--- config.mk ---
export PLATFORM = sky130hd
export DESIGN_NAME = recurrence_byte_checksum_unit
export DESIGN_NICKNAME = d
export VERILOG_FILES = /design/src/hdl/rbc_pkg.sv /design/src/hdl/rbc_term.sv /design/src/hdl/recurrence_byte_checksum_unit.sv
export SDC_FILE = /design/constraint.sdc
export NUM_CORES = 1
export LEC_CHECK = 0
export ABC_AREA = 1
export BUFFER_PORTS_ARGS = -buffer_cell sky130_fd_sc_hd__buf_2
export CORE_ASPECT_RATIO = 1.75
export CORE_MARGIN = 1.5
export CORE_UTILIZATION = 39
export DETAILED_ROUTE_END_ITERATION = 8
export PLACE_DENSITY_LB_ADDON = 0.3
export SETUP_SLACK_MARGIN = 0.05
export SLEW_MARGIN = 20
export SYNTH_ARGS = -nofsm -noshare
export SYNTH_HDL_FRONTEND = slang
export SYNTH_SLANG_ARGS = --single-unit
export TNS_END_PERCENT = 5
--- constraint.sdc ---
create_clock -name clk -period 12.94 [get_ports clk]
set_clock_uncertainty 0.05 [all_clocks]
set_input_delay 2.588 -clock clk [delete_from_list [all_inputs] [get_ports clk]]
set_output_delay 2.588 -clock clk [all_outputs]
set_load 0.02 [all_outputs]
--- src/hdl/rbc_pkg.sv ---
// Shared types, constants and the modulo-65535 fold for the recurrence byte checksum.
// No dependencies; imported by rbc_term and recurrence_byte_checksum_unit.
package rbc_pkg;

  localparam int unsigned ByteW = 8;
  localparam int unsigned TermW = 16;
  // Widest signed-magnitude difference: (9-bit factor) x (16-bit term)
  localparam int unsigned ProdW = 25;

  localparam logic [ByteW-1:0] SeedOffset = 8'd7;
  localparam logic [ByteW-1:0] AlphaMul   = 8'd17;
  localparam logic [ByteW-1:0] BetaMul    = 8'd31;
  localparam logic [TermW-1:0] FoldMod    = 16'hFFFF;
  localparam logic [TermW-1:0] TermOne    = 16'd1;
  localparam logic [ByteW-1:0] IndexOne   = 8'd1;

  // Recurrence state carried from beat to beat
  typedef struct packed {
    logic [TermW-1:0] older;
    logic [TermW-1:0] current;
    logic [ByteW-1:0] index;
  } rbc_state_t;

  // End-around fold: value mod 65535, result 0..65534
  function automatic logic [TermW-1:0] rbc_fold(input logic [ProdW-1:0] v);
    logic [TermW:0] x;
    x = {1'b0, v[TermW-1:0]} + {{(2*TermW+1-ProdW){1'b0}}, v[ProdW-1:TermW]};
    if (x >= {1'b0, FoldMod}) begin
      x = x - {1'b0, FoldMod};
    end
    return x[TermW-1:0];
  endfunction

endpackage

--- src/hdl/rbc_term.sv ---
// Next-term logic of the recurrence: two small multiplies, a signed difference
// and a fold modulo 65535. Depends on rbc_pkg.
module rbc_term
  import rbc_pkg::*;
(
  input  logic [ByteW-1:0] data_byte,
  input  rbc_state_t       state,
  output logic [TermW-1:0] next_term
);

  logic [ByteW-1:0] alpha;
  logic [ByteW-1:0] beta;
  logic [ByteW:0]   factor;
  logic [ProdW-1:0] pos;
  logic [ProdW-1:0] neg;
  logic [ProdW-1:0] diff;
  logic [TermW-1:0] folded;
  logic             negative;

  // Index-dependent coefficients, both taken modulo 256
  assign alpha  = ByteW'(state.index * AlphaMul);
  assign beta   = ByteW'(state.index * BetaMul);
  assign factor = {1'b0, data_byte} + {1'b0, alpha};

  // Both products, operands widened so the full product is kept
  assign pos = ProdW'(factor) * ProdW'(state.current);
  assign neg = ProdW'(beta) * ProdW'(state.older);

  // Magnitude of the difference and its sign
  assign negative = (pos < neg);
  assign diff     = negative ? (neg - pos) : (pos - neg);
  assign folded   = rbc_fold(diff);

  // Negative case wraps to (1 - d) mod 65535
  always_comb begin
    if (!negative) begin
      next_term = folded;
    end else if (folded == '0) begin
      next_term = TermOne;
    end else if (folded == TermOne) begin
      next_term = '0;
    end else begin
      next_term = TermW'({1'b0, FoldMod} + {1'b0, TermOne} - {1'b0, folded});
    end
  end

endmodule

--- src/hdl/recurrence_byte_checksum_unit.sv ---
// Top level of the recurrence byte checksum: input register, recurrence state,
// result register and stream handshakes. Depends on rbc_pkg and rbc_term.
//
// Usage:
//   Message bytes enter on the in_ channel, one per beat: in_tdata carries the
//   byte, in_tuser flags the first byte of a message (restarts the recurrence)
//   and in_tlast the final byte. Only a beat with in_tlast set yields a result:
//   one beat on the out_ channel carrying the 16-bit checksum.
//   Timing: the beat is captured in the input register at its accepting edge
//   and the state and result register load from it when it advances, so
//   out_tvalid rises once a held last byte advances. Throughput is one byte per
//   cycle while no last byte waits on a full result register; the combinational
//   update of the two recurrence terms through rbc_term sets it.
//   The input register accepts a new beat while a finished checksum waits in
//   the result register. When the receiver stalls, bytes that produce no
//   result still drain; a last byte waits in the input register until the
//   result register frees, and in_tready is low while it waits.
//   Reset (rst_n low, synchronous) empties both registers and sets the state
//   to older term 1, current term 1, index 0. A byte without a start flag
//   continues from whatever state is held.
module recurrence_byte_checksum_unit
  import rbc_pkg::*;
(
  input  logic             clk,
  input  logic             rst_n,
  // input stream
  input  logic             in_tvalid,
  output logic             in_tready,
  input  logic [ByteW-1:0] in_tdata,   // [7:0] data_byte
  input  logic             in_tuser,   // [0] first_byte
  input  logic             in_tlast,   // last_byte
  // result stream
  output logic             out_tvalid,
  input  logic             out_tready,
  output logic [TermW-1:0] out_tdata   // [15:0] checksum
);

  logic             in_valid_r;
  logic [ByteW-1:0] in_byte_r;
  logic             in_first_r;
  logic             in_last_r;

  rbc_state_t       state_r;
  rbc_state_t       state_nxt;
  logic [TermW-1:0] term;

  logic             out_valid_r;
  logic [TermW-1:0] out_data_r;

  logic             advance;

  // Held beat moves on unless it carries a result and the result slot is full
  assign advance   = in_valid_r && (!in_last_r || !out_valid_r || out_tready);
  assign in_tready = !in_valid_r || advance;

  // Input register
  always_ff @(posedge clk) begin
    if (!rst_n) begin
      in_valid_r <= 1'b0;
    end else if (in_tready) begin
      in_valid_r <= in_tvalid;
    end
  end

  always_ff @(posedge clk) begin
    if (in_tready && in_tvalid) begin
      in_byte_r  <= in_tdata;
      in_first_r <= in_tuser;
      in_last_r  <= in_tlast;
    end
  end

  rbc_term u_term (
    .data_byte (in_byte_r),
    .state     (state_r),
    .next_term (term)
  );

  // Next recurrence state: seed on a first byte, otherwise shift terms
  always_comb begin
    if (in_first_r) begin
      state_nxt.older   = TermOne;
      state_nxt.current = TermW'({1'b0, in_byte_r} + {1'b0, SeedOffset});
      state_nxt.index   = IndexOne;
    end else begin
      state_nxt.older   = state_r.current;
      state_nxt.current = term;
      state_nxt.index   = state_r.index + IndexOne;
    end
  end

  // Recurrence state
  always_ff @(posedge clk) begin
    if (!rst_n) begin
      state_r.older   <= TermOne;
      state_r.current <= TermOne;
      state_r.index   <= '0;
    end else if (advance) begin
      state_r <= state_nxt;
    end
  end

  // Result register
  always_ff @(posedge clk) begin
    if (!rst_n) begin
      out_valid_r <= 1'b0;
    end else if (advance && in_last_r) begin
      out_valid_r <= 1'b1;
    end else if (out_tready) begin
      out_valid_r <= 1'b0;
    end
  end

  always_ff @(posedge clk) begin
    if (advance && in_last_r) begin
      out_data_r <= state_nxt.current;
    end
  end

  assign out_tvalid = out_valid_r;
  assign out_tdata  = out_data_r;

endmodule
==> impl_metrics.toml <==
[run_status]
status = "completed"

[routing]
first_iter_violations = 767
drc_errors = 0
ant_nets = 0
via_count = 15600
wire_per_inst_um = 16.7
dr.pass1.iters = 5
drt_wl_total_um = 51900
vias_per_cell = 5.04

[clock_network]
cts_buffers = 9
h-tree-depth = 3
cts.sinks = 68
clock_latency_ns = 0.34
cts-root-buf = "clkbuf_16"
clk_path_buf_depth = 2
clk_pin_slew_ns = 0.07
cts_tree = "yes"
holdBufCountCts = 0

[placed_design]
io_buffers = 31
place_congestion = 0.961
hpwl_um = 43400
placed_area_mm2 = 0.0186

[yosys]
synth-seq-cells = 68
ys_warn_count = 0
synth_area_mm2 = 0.0162
ys_seq_area_share_pct = 9.98
synth_cell_type_count = 57
async_flop_share_pct = 0
syn-instance-count = 2299
avgSynthCellArea_um2 = 7.07
synth_nets = 2684
synth_edf_count = 26
synthFlopType = "dfxtp_1"

[worst_setup_path]
crit_end = "state_r[16]"
rr_endpoint = "state_r[16]"
worst-path-buf-inv = 20
critPathRequiredTime_ns = 13.17
critPathLaunchType = "register"
r2r-start = "state_r[1]"
cpPeakStageDelay_ns = 0.57
reg2reg_slack_ns = 0.17
path_class = "reg -> reg"
cp-end-kind = "register"
cp.arrival_ns = 13.00
slowest_stage = "fa_1"
critPathMaxFanout = 8
startpoint = "state_r[1]"
path_depth = 79
worstRegToRegCells = 79
crit_family = "adder cells"

[floorplan]
die_area_mm2 = 0.0429
dieHeight_um = 273
pin_count = 32
fp-row-count = 98
chipWidth_um = 157
start_util_pct = 39.7
core_mm2 = 0.0410

[timing]
fmaxAchievable_ghz = 0.0783
fin_crit_ns = 12.77
max_slew_margin_pct = 34.0
worstMarginPinSlew_ns = 0.984
fin_hold_ws_ns = 0.517
slew_violations = 0
finalHoldViolations = 0
finalSetupViolations = 0
min_period_over_period_pct = 98.7
rsz0062_at_grt = "yes"

[global_routing]
grtUsageTotal_pct = 24.5
first_global_vias = 16600
antenna_found_initial = 0
grt-ovfl-total = 0
grt_max_degree = 49
grt_pass1_wl_um = 81800

[hold_path]
hold_start = "in_valid_r"
hold_class = "reg -> reg"

[finish]
drive_gt1_share_pct = 21.2
areaGrowthSynthToFinish_pct = 23.9
final_util_pct = 49.2
n_antenna_cell = 0
fin_nets = 2934
final_area_mm2 = 0.0201

[run]
drv_cap = 0
flip-flops by register name (all words and copies together), names as in the netlist:
name / count
state_r: 40
in_last_r: 1
out_tdata: 16
in_valid_r: 1
in_byte_r: 8
out_tvalid: 1
in_first_r: 1
cell usage after synthesis, drive strengths merged, types with 5 or more instances:
master	count	area, um^2
a211oi	18	135
nand3	105	578
fa	198	3960
o21ai	73	373
or2	11	68.8
xor2	69	604
clkbuf	45	170
nand2	523	2050
nor2	240	968
nand4	14	87.6
inv	517	1940
a21oi	120	601
o21a	7	52.6
dfxtp	42	841
xnor2	27	236
o21bai	9	67.6
nor3	15	80.1
ha	173	2160
a31oi	7	43.8
buf	15	93.8
edfxtp	26	781
a21o	5	37.5
cells in the final DEF, fill, tap and decap left out, types with 12 or more instances in the layout:
| cell | instances |
|---|---|
| nand2_1 | 464 |
| buf_4 | 251 |
| nand2_2 | 47 |
| dfxtp_1 | 39 |
| nor2_1 | 202 |
| edfxtp_1 | 26 |
| ha_4 | 15 |
| xor2_1 | 64 |
| a21oi_2 | 15 |
| nand4_1 | 14 |
| nand3_2 | 15 |
| fa_1 | 194 |
| o21ai_1 | 12 |
| a211oi_1 | 17 |
| inv_1 | 498 |
| nor2_4 | 15 |
| ha_1 | 157 |
| xnor2_1 | 21 |
| buf_2 | 31 |
| a21oi_1 | 105 |
| nor2_2 | 23 |
| inv_2 | 18 |
| o21ai_0 | 51 |
| nand3_1 | 84 |
final cells by class:
| cell class | instances | area, um^2 |
|---|---|---|
| Inverter | 519 | 1960 |
| Sequential cell | 68 | 1630 |
| Multi-Input combinational cell | 1654 | 13300 |
| Timing Repair Buffer | 297 | 2240 |
| Clock buffer | 9 | 225 |
| Tap cell | 550 | 688 |
| Clock inverter | 7 | 82.6 |
| Fill cell | 4115 | 20800 |
timing repair:
item                       4_1_cts  5_1_grt
cloned                           2        0
hold endpoints to repair         0        0
buffers inserted                28       13
pin swaps                       67      101
setup endpoints to repair       32       32
resized for setup               84      137
how the worst min path moves through the flow:
stage / end / cells after the start
2_1_floorplan: state_r[24] / 2
3_3_place_gp: in_valid_r / 2
3_5_place_dp: in_valid_r / 2
4_1_cts: in_valid_r / 2
5_1_grt: state_r[7] / 2
6_report: in_valid_r / 2
cells by family after synthesis:
family / Yosys count / synth area share (%)
xor gates and xnor gates: 96 / 5.18
buffers and inverters: 579 / 13.6
adders and majority gates: 371 / 37.7
and+or+nand+nor: 921 / 24.1
muxes: 2 / 0.123
AOI/OAI and AO/OA: 262 / 9.26
DFF: 68 / 9.98
metal layers:
metal	global-route usage, %	part of all wire [%]
met1	24.2	35
met2	48.4	55
met3	1.90	2.8
met4	14.7	7.3
met5	0	0
worst reg2reg max path, delay by kind of cell (launching register included):
kind / cells / cell delay, ns
fa+ha+maj: 11 / 4.54
compound gates: 14 / 2.38
simple gates: 31 / 2.84
buf+inv: 20 / 2.00
flops: 1 / 0.36
xor+xnor: 3 / 0.55
stage by stage:
stage | setup WS [ns] | instances | TNS (ns)
finish | 0.168 | 3104 | 0
floorplan | 0.0860 | 2299 | 0
CTS | 0.0504 | 3092 | 0
global route | -0.508 | 3104 | -13.73
global placement | -0.198 | 3046 | -5.09
detailed placement | -0.367 | 3046 | -10.21
Power is not shown: default switching activity piles up to over one toggle a cycle in this logic, so the estimate is an artifact.
